## config.mk

```make
export PLATFORM = sky130hd
export DESIGN_NAME = meter_autorange_key_controller
export DESIGN_NICKNAME = d
export VERILOG_FILES = /design/src/hdl/amrk_pkg.sv /design/src/hdl/meter_autorange_key_controller.sv /design/src/hdl/amrk_core.sv /design/src/hdl/amrk_outq.sv
export SDC_FILE = /design/constraint.sdc
export NUM_CORES = 1
export LEC_CHECK = 0
export BUFFER_PORTS_ARGS = -buffer_cell sky130_fd_sc_hd__buf_2
export CORE_MARGIN = 3
export CORE_UTILIZATION = 35
export DETAILED_ROUTE_END_ITERATION = 12
export PLACE_DENSITY = 0.49
export SETUP_SLACK_MARGIN = 0.3
export SLEW_MARGIN = 40
export SYNTH_ARGS = -nofsm -noshare
export SYNTH_HDL_FRONTEND = slang
export SYNTH_SLANG_ARGS = --single-unit
```

## constraint.sdc

```tcl
create_clock -name clk -period 18.1 [get_ports clk]
set_input_delay 0.905 -clock clk [delete_from_list [all_inputs] [get_ports clk]]
set_output_delay 0.905 -clock clk [all_outputs]
set_load 0.03 [all_outputs]
```

## src/hdl/amrk_pkg.sv

```systemverilog
// Package for the meter autorange key controller.
// Holds the range tables, field widths and the types shared by the core and the result queue.
// No dependencies.
package amrk_pkg;

    localparam int NUM_RANGES    = 7;
    localparam int RANGE_W       = 3;
    localparam int MAX_RES       = 3;
    localparam int RES_CNT_W     = 2;
    localparam int TICK_W        = 16;
    localparam logic [TICK_W-1:0] AUTO_INTERVAL_RST = 16'h3FF0;
    localparam logic [7:0] KEYS_IDLE = 8'hFF;
    localparam logic [7:0] KEY_AUTO  = 8'h01;

    // Relay drive pattern per range; range seven drives nothing
    localparam logic [7:0] RELAY_TAB [8] = '{
        8'h60, 8'h50, 8'h48, 8'h44, 8'h42, 8'h41, 8'h01, 8'h00
    };

    // Range indicator pattern per range; bit 0 is left free for the auto mark
    localparam logic [7:0] DISP_TAB [8] = '{
        8'h48, 8'h88, 8'h24, 8'h44, 8'h84, 8'h22, 8'h42, 8'h00
    };

    typedef struct packed {
        logic [7:0] relay_byte;
        logic [7:0] display_byte;
    } amrk_res_t;

    // All updates caused by one tick, in order from entry 0 up
    typedef struct packed {
        logic [RES_CNT_W-1:0]         count;
        amrk_res_t [MAX_RES-1:0]      ent;
    } amrk_batch_t;

    function automatic amrk_res_t amrk_pattern(input logic [RANGE_W-1:0] rng,
                                               input logic auto_on);
        amrk_res_t r;
        r.relay_byte   = RELAY_TAB[rng];
        r.display_byte = DISP_TAB[rng] | {7'b0, auto_on};
        return r;
    endfunction

endpackage

```

## src/hdl/meter_autorange_key_controller.sv

```systemverilog
// Meter autorange key controller, top level.
// The first update of a tick is registered in the result queue and appears in the cycle
// after the tick transfer. One tick per cycle when it gives at most one update and the
// output is not stalled; a tick with more holds off the next until its last update leaves.
// Reset: range 0, auto mode on, no key held, tick counter 0, interval 16368, queue empty.
// Depends on amrk_pkg, amrk_core and amrk_outq.
module meter_autorange_key_controller
    import amrk_pkg::*;
(
    input  logic        clk,
    input  logic        rst_n,
    input  logic        cfg_we,
    input  logic [15:0] cfg_wdata,
    input  logic        s_axis_tvalid,
    output logic        s_axis_tready,
    input  logic [15:0] s_axis_tdata,   // [7:0] key_lines, [8] over_range, [9] under_range
    output logic        m_axis_tvalid,
    input  logic        m_axis_tready,
    output logic [15:0] m_axis_tdata,   // [7:0] relay_byte, [15:8] display_byte
    output logic        m_axis_tlast    // last_of_tick
);

    amrk_batch_t batch;
    amrk_res_t   out_res;
    logic        space;
    logic        tick_en;

    assign s_axis_tready = space;
    assign tick_en       = s_axis_tvalid && space;

    amrk_core u_core (
        .clk         (clk),
        .rst_n       (rst_n),
        .cfg_we      (cfg_we),
        .cfg_wdata   (cfg_wdata),
        .tick_en     (tick_en),
        .key_lines   (s_axis_tdata[7:0]),
        .over_range  (s_axis_tdata[8]),
        .under_range (s_axis_tdata[9]),
        .batch       (batch)
    );

    amrk_outq u_outq (
        .clk       (clk),
        .rst_n     (rst_n),
        .load      (tick_en),
        .batch     (batch),
        .space     (space),
        .out_valid (m_axis_tvalid),
        .out_ready (m_axis_tready),
        .out_res   (out_res),
        .out_last  (m_axis_tlast)
    );

    assign m_axis_tdata = {out_res.display_byte, out_res.relay_byte};

endmodule

```

## src/hdl/amrk_core.sv

```systemverilog
// Tick processing core: key latch, release decode, auto range check and tick counter.
// Computes the whole batch of updates for one tick in a single pass.
// Depends on amrk_pkg.
module amrk_core
    import amrk_pkg::*;
(
    input  logic              clk,
    input  logic              rst_n,
    input  logic              cfg_we,
    input  logic [15:0]       cfg_wdata,
    input  logic              tick_en,
    input  logic [7:0]        key_lines,
    input  logic              over_range,
    input  logic              under_range,
    output amrk_batch_t       batch
);

    logic [RANGE_W-1:0] range_reg, range_next;
    logic               auto_reg, auto_next;
    logic [7:0]         latch_reg, latch_next;
    logic               held_reg, held_next;
    logic [TICK_W-1:0]  tick_reg, tick_next;
    logic [TICK_W-1:0]  interval_reg;

    // Work out the updates and the next state for the tick on the input
    always_comb
    begin
        logic               keys_idle;
        logic [7:0]         code;
        logic               check;
        logic [RES_CNT_W-1:0] n;
        amrk_res_t [MAX_RES-1:0] ent;

        keys_idle  = (key_lines == KEYS_IDLE);
        code       = ~latch_reg;
        check      = (tick_reg > interval_reg);
        range_next = range_reg;
        auto_next  = auto_reg;
        n          = '0;
        ent        = '0;

        // Decode the latched key once all keys are released
        if (held_reg && keys_idle)
        begin
            if (code == KEY_AUTO)
            begin
                auto_next  = 1'b1;
                range_next = '0;
                ent[n]     = amrk_pattern(range_next, auto_next);
                n          = n + 1'b1;
            end
            else
            begin
                auto_next = 1'b0;
                for (int k = 0; k < 7; k++)
                begin
                    if (code == (8'h02 << k) && k < NUM_RANGES)
                    begin
                        range_next = RANGE_W'(k);
                        ent[n]     = amrk_pattern(range_next, auto_next);
                        n          = n + 1'b1;
                    end
                end
            end
        end

        held_next  = !keys_idle;
        latch_next = keys_idle ? latch_reg : key_lines;

        // Auto range check: step down on over-range, then up on under-range
        if (check && auto_next)
        begin
            if (over_range && range_next != '0)
            begin
                range_next = range_next - 1'b1;
                ent[n]     = amrk_pattern(range_next, auto_next);
                n          = n + 1'b1;
            end
            if (under_range && range_next < RANGE_W'(NUM_RANGES - 1))
            begin
                range_next = range_next + 1'b1;
                ent[n]     = amrk_pattern(range_next, auto_next);
                n          = n + 1'b1;
            end
        end

        tick_next   = check ? TICK_W'(1) : tick_reg + 1'b1;
        batch.count = n;
        batch.ent   = ent;
    end

    // Advance the state on each accepted tick
    always_ff @(posedge clk or negedge rst_n)
    begin
        if (!rst_n)
        begin
            range_reg <= '0;
            auto_reg  <= 1'b1;
            latch_reg <= KEYS_IDLE;
            held_reg  <= 1'b0;
            tick_reg  <= '0;
        end
        else if (tick_en)
        begin
            range_reg <= range_next;
            auto_reg  <= auto_next;
            latch_reg <= latch_next;
            held_reg  <= held_next;
            tick_reg  <= tick_next;
        end
    end

    // Hold the auto check interval
    always_ff @(posedge clk or negedge rst_n)
    begin
        if (!rst_n)
            interval_reg <= AUTO_INTERVAL_RST;
        else if (cfg_we)
            interval_reg <= cfg_wdata;
    end

endmodule

```

## src/hdl/amrk_outq.sv

```systemverilog
// Result queue: holds the updates of one tick and hands them out one per transfer.
// Takes a new batch while empty or in the cycle its last held entry leaves.
// Depends on amrk_pkg.
module amrk_outq
    import amrk_pkg::*;
(
    input  logic         clk,
    input  logic         rst_n,
    input  logic         load,
    input  amrk_batch_t  batch,
    output logic         space,
    output logic         out_valid,
    input  logic         out_ready,
    output amrk_res_t    out_res,
    output logic         out_last
);

    logic [RES_CNT_W-1:0]    cnt_reg, cnt_next;
    amrk_res_t [MAX_RES-1:0] q_reg, q_next;
    logic                    pop;

    assign pop       = out_valid && out_ready;
    assign out_valid = (cnt_reg != '0);
    assign out_res   = q_reg[0];
    assign out_last  = (cnt_reg == RES_CNT_W'(1));
    // Room for a new tick once the queue is empty or drains this cycle
    assign space     = (cnt_reg == '0) || (out_last && pop);

    // Load a fresh batch, or shift down on a transfer
    always_comb
    begin
        cnt_next = cnt_reg;
        q_next   = q_reg;
        if (load)
        begin
            cnt_next = batch.count;
            q_next   = batch.ent;
        end
        else if (pop)
        begin
            cnt_next = cnt_reg - 1'b1;
            for (int i = 0; i < MAX_RES - 1; i++)
                q_next[i] = q_reg[i + 1];
        end
    end

    always_ff @(posedge clk or negedge rst_n)
    begin
        if (!rst_n)
            cnt_reg <= '0;
        else
            cnt_reg <= cnt_next;
    end

    always_ff @(posedge clk)
    begin
        q_reg <= q_next;
    end

endmodule
```

==> results.ini, run 1 <==
[status]
outcome = finished, final reports clean

[floorplan]
fp.dieW_um = 143
fp-row-count = 49
die_area_um2 = 20500
io_pins = 56
initial_core_util_pct = 36.1
die_h_um = 143
coreArea_um2 = 18200

[setup_path]
setup.worst_path.end_class = flop
path_cells = nand3_1, or4_1, fa_1, clkinv_1, nand2_1, o21ai_0, ha_1, a221oi_2, ha_1, o21ai_0, inv_1, ha_1, o221ai_2, ha_1, nand2_1, o21a_1, ha_1, nand2_1, a31oi_4, o21a_1, nor4_1, a221o_1
crit_family = compound AO/OA/AOI/OAI gates
cp_slowest_stage_delay_ns = 0.85
r2r_start = u_core.latch_reg[7]$_DFFE_PN1P_
crit_top_cell = ha_1
cp-startpoint = u_core.latch_reg[7]$_DFFE_PN1P_
critPathKind = reg -> reg
cp.required_ns = 18.19
crit_buf_inv = 2
critPathSlowestCell = fa_1
rr_endpoint = u_outq.out_res[13]$_DFFE_PP_
worst_r2r_path_depth = 22
worstPathArrival_ns = 7.59
r2r_slack_ns = 10.59
worstSetupStartpointType = flop
crit_path_max_fanout = 24

[power_and_ir_drop]
power_w = 0.000966
p_per_area_nw_per_um2 = 135
p_seq_share_pct = 34.9
p_sw_share_pct = 45.2
power_switching_w = 0.000436
p_int_w = 0.000529
ir_worst_vdd_mv = 0.0556
p_comb_share_pct = 44.9
p_leak_nw = 2.87
clockPowerShare_pct = 20.1

[clock_network]
tritoncts = yes
htreeDepth = 3
cts_resized = 0
cts.clk_slew.worst_paths_ns = 0.07
postCtsHoldBufs = 0
clkLatencyLatePin_ns = 0.35
cts_num_sinks = 86
numCtsBuffers = 9
clockBufferDepth = 2
cts_root_buffer = clkbuf_16
post_cts_buffers = 0

[synth]
synth_xor_xnor_area_share_pct = 3.06
synth.area.top_cells = edfxtp_1, dfrtp_1, ha_1
synth_compound_area_share_pct = 21.9
yosysMostFrequentCell = nand2_1
ys_seq_area_share_pct = 36.0
ys_async_sr_fraction_pct = 54.7
synth_top_family_by_area = compound AO/OA/AOI/OAI gates
yosys.area.top_type = edfxtp_1
netlist_area_um2 = 6580
synth.cells.most_frequent = nand2_1, o21ai_0, nor2_1
yosysUniqueCellTypes = 91
yosys.area_share.simple_pct = 19.4
syn_area_per_cell_um2 = 8.87
synth-main-ff-cell = edfxtp_1
synthCells = 742
synthAdderAreaFrac_pct = 8.86
yosys_warnings = 0
muxShareOfSynthArea_pct = 2.87
yosysTopAreaCellShare_pct = 17.8
synth-edff-count = 39
ys_ff_latch = 86

[detailed_routing]
drcViolationCount = 0
viasPerCell = 5.75
vias = 5679
routedWlPerCell_um = 19.6
dr.pass1.iters = 5
drt-initial-drc-count = 632
drtAntennaViolNets = 0
totalWireLength_mm = 19.4

[hold_path]
whs_endpoint = u_core.interval_reg[13]$_DFFE_PN1P_
holdPathStages = 2
hold_class = reg -> reg
hold_path_startpoint = u_core.interval_reg[13]$_DFFE_PN1P_

[timing]
finalMaxSlewViolations = 0
setup_viol = 0
rsz0062_at_grt = false
fin_tns_setup_ns = 0
period_minus_slack_ns = 7.51
max_freq_mhz = 133
finalCritPeriodShare_pct = 41.5
clock_skew_ns = 0.00760
finalHoldViolCount = 0
tightestPinTransition_ns = 0.721
relSlewSlack_pct = 51.6

[placed_design]
hpwl_mm = 14.6
routabilityCongestion = 0.928
io_buffers = 47

[layout]
largest_register_ffs = 26
n_antenna_cell = 0
fin_nets = 837
area.growth.synth_to_final_pct = 8.84
drive_gt1_share_pct = 17.1
nFillCells = 1831

[grt]
grt_pass1_wl_mm = 30.8
grt_max_degree = 48
grt_pass1_vias = 5437
grt.overflow.total = 0
grt_use_total_pct = 19.4
antenna_found_initial = 0

[run]
cap_violations = 0

[through the flow]
step | instances | area (um2) | util (%) | hold WS (ns) | setup slack, ns
CTS | 988 | 7140 | 39.2 | 0.515 | 10.69
detailed placement | 972 | 6840 | 37.6 | 0.505 | 10.70
global route | 988 | 7160 | 39.3 | 0.525 | 10.17
finish | 988 | 7160 | 39.3 | 0.508 | 10.59
floorplan | 743 | 6580 | - | 0.472 | 12.08
global placement | 971 | 6830 | 37.5 | 0.494 | 10.88
[power by group through the flow]
stage	sequential [W]	clock, W	combinational (W)
CTS	0.000337	0.000198	0.000428
global route	0.000347	0.000206	0.000476
global placement	0.000337	0	0.000423
floorplan	0.000303	0	0.000372
finish	0.000337	0.000194	0.000434
detailed placement	0.000340	0	0.000426
[kinds of logic (layout without fill, tap and decap cells)]
group	count (synthesis)	count (layout)
and+or+nand+nor	256	256
AOI/OAI and AO/OA	209	209
buffers and inverters	104	120
DFF	86	86
adders and majority gates	46	46
xor gates and xnor gates	23	23
muxes	17	17
other	1	2
[worst reg2reg max path: cells and delay by family (launching register included)]
| kind | cells | cell delay (ns) |
|---|---|---|
| and+or+nand+nor | 6 | 1.33 |
| DFF | 1 | 0.74 |
| AOI/OAI and AO/OA | 8 | 2.48 |
| buffers and inverters | 2 | 0.44 |
| adders and majority gates | 6 | 2.23 |
[routing by layer]
layer | vias up | track usage [%] | wire length [um]
met5 | - | 0 | 0
met4 | 0 | 6.80 | 557
met3 | 40 | 2.51 | 1210
met2 | 229 | 29.4 | 8300
met1 | 2682 | 28.3 | 9340
li1 | 2728 | - | -
[worst max path at each step]
stage,end,cells past startpoint
after floorplan,u_outq.out_res[13]$_DFFE_PP_,23
after global placement,u_outq.out_res[13]$_DFFE_PP_,22
after detailed placement,u_outq.out_res[13]$_DFFE_PP_,22
after CTS,u_outq.out_res[13]$_DFFE_PP_,22
after global routing,u_outq.out_res[13]$_DFFE_PP_,21
final,u_outq.out_res[13]$_DFFE_PP_,22
[cell usage in the layout, fill, tap and decap left out, types with 6 or more instances in the layout]
master and instances:
and3_1 6, dfrtp_1 28, nand4_1 20, xor2_1 10, mux2_2 11, a21o_1 7, xnor2_1 13, ha_1 45
nor2_1 55, edfxtp_1 39, o21ai_1 6, o21ai_0 62, o221ai_1 8, o211ai_1 6, or3_1 6, o21a_1 7
a21oi_1 40, inv_1 46, dfstp_2 19, clkbuf_16 9, nand3_1 20, nand2_1 91, a31oi_1 11, buf_2 47
nor3_1 13
[cell type report]
cell class              count  area, um2  area share [%]
clock buffers              10        229            3.20
clock inverters             6       70.1           0.978
inverters                  51        194            2.71
multi-input cells         553       3730            52.0
flip-flops and latches     86       2370            33.1
well taps                 229        287            4.00
repair buffers             53        284            3.97
(Power assumes the default switching activity.)
==> run 2, diff against run 1 <==
clock period = 7.5 ns   (was 18.1 ns; I/O delays follow)
==> results.ini, run 2 (synthesized netlist as in run 1, its figures left out) <==
[placed_design]
routabilityCongestion = 0.974
io_buffers = 47
post-place-cells = 975
hpwl_mm = 14.6

[clock_network]
numCtsBuffers = 9
clkLatencyLatePin_ns = 0.35
cts.clk_slew.worst_paths_ns = 0.07
cts_root_buffer = clkbuf_16
htreeDepth = 3
tritoncts = yes
clockBufferDepth = 2
cts_num_sinks = 86

[layout]
stdcell_count = 991
nFillCells = 1827
fin_nets = 840
layout_common_cells = nand2_1, o21ai_0, nor2_1
largest_register_ffs = 26
area.growth.synth_to_final_pct = 9.49
final_common_cell = nand2_1
drive_gt1_share_pct = 17.5
n_antenna_cell = 0

[grt]
grt_pass1_vias = 5422
top_usage_layer = met1
antenna_found_initial = 0
grt.overflow.total = 0
met3_usage_pct = 3.01
grt_pass1_wl_mm = 30.8
use_met1_pct = 28.3
use_met2_pct = 28.0
grt_max_degree = 48
grt_use_total_pct = 19.3

[timing]
max_freq_mhz = 150
clock_skew_ns = 0.00570
finalHoldViolCount = 0
finalCritPeriodShare_pct = 88.6
tightestPinTransition_ns = 0.886
finalMaxSlewViolations = 0
setup_viol = 0
hold_ws_ns = 0.113
fin_tns_setup_ns = 0
period_minus_slack_ns = 6.65
rsz0062_at_grt = false
relSlewSlack_pct = 40.5

[setup_path]
r2r_start = u_core.latch_reg[4]$_DFFE_PN1P_
cp.required_ns = 7.60
r2r_slack_ns = 0.85
setup.worst_path.end_class = flop
crit_path_max_fanout = 17
worstSetupStartpointType = flop
worstPathArrival_ns = 6.74
cp-startpoint = u_core.latch_reg[4]$_DFFE_PN1P_
critPathKind = reg -> reg
rr_endpoint = u_outq.out_res[13]$_DFFE_PP_
worst_r2r_path_depth = 23

[floorplan]
fp.dieW_um = 143
die_area_um2 = 20500
fp-row-count = 49
die_h_um = 143
initial_core_util_pct = 36.1
io_pins = 56
coreArea_um2 = 18200

[hold_path]
hold_class = in -> async

[detailed_routing]
drt-initial-drc-count = 420
drtAntennaViolNets = 0
routedWlPerCell_um = 19.8
dr.pass1.iters = 5
vias = 5692
viasPerCell = 5.74
totalWireLength_mm = 19.6
drcViolationCount = 0

[status]
outcome = finished, final reports clean

[power_and_ir_drop]
ir_worst_vdd_mv = 0.184
power_w = 0.00239
p_leak_nw = 2.90
p_per_area_nw_per_um2 = 331

[run]
cap_violations = 0

run 2: how the worst max path moves through the flow:
stage / to / slack (ns)
after CTS: u_outq.out_res[13]$_DFFE_PP_ / 0.80
after global placement: u_outq.out_res[13]$_DFFE_PP_ / 0.92
final: u_outq.out_res[13]$_DFFE_PP_ / 0.85
after floorplan: u_outq.out_res[13]$_DFFE_PP_ / 1.48
after detailed placement: u_outq.out_res[13]$_DFFE_PP_ / 0.80
after global routing: u_outq.out_res[2]$_DFFE_PP_ / 0.37
run 2: final cells by class:
cell class                 count  area [um2]  area share (%)
clock buffer                   9         225            3.13
clock inverter                 7        96.3            1.34
inverter                      51         194            2.69
multi-input combinational    553        3730            51.8
sequential                    86        2370            32.9
tap                          229         287            3.98
timing repair buffer          56         303            4.20
run 2: where the power goes:
group | internal, W | switching, W
clock network | 0.000294 | 0.000208
logic | 0.000344 | 0.000725
registers | 0.000676 | 0.000139
run 2: metrics by stage:
stage                     worst slack [ns]  utilization [%]  cell area, um2
after floorplan                       1.48                -            6580
after global placement               0.924             37.6            6850
after detailed placement             0.800             37.7            6860
after CTS                            0.797             39.4            7180
after global routing                 0.374             39.6            7200
final                                0.853             39.6            7200
run 2: per-layer routing:
layer	routed length, um	vias to the layer above	share of wire, %
met5	0	-	0
met4	743	0	3.8
met3	1180	36	6.0
met2	8210	211	42
met1	9500	2721	48
li1	-	2724	-
run 2: what timing repair did:
| action | in CTS | in global routing |
|---|---|---|
| endpoints found under the setup margin | 0 | 2 |
| hold buffers | 0 | 0 |
| buffers inserted | 0 | 0 |
| gates resized for setup | 0 | 1 |
run 2: worst max-delay path, cell delays in order (launching register included):
cell      delay, ns
dfstp_2        0.73
nand3_1        0.22
or4_1          0.61
fa_1           0.59
buf_4          0.20
clkinv_1       0.09
nand2_1        0.14
o21ai_0        0.11
ha_1           0.30
a221oi_2       0.32
ha_1           0.28
o21ai_0        0.26
inv_1          0.08
ha_1           0.28
o221ai_2       0.27
ha_1           0.29
nand2_1        0.10
o21a_1         0.17
ha_1           0.17
nand2_1        0.09
a31oi_4        0.39
o21a_1         0.29
nor4_1         0.10
a221o_1        0.31
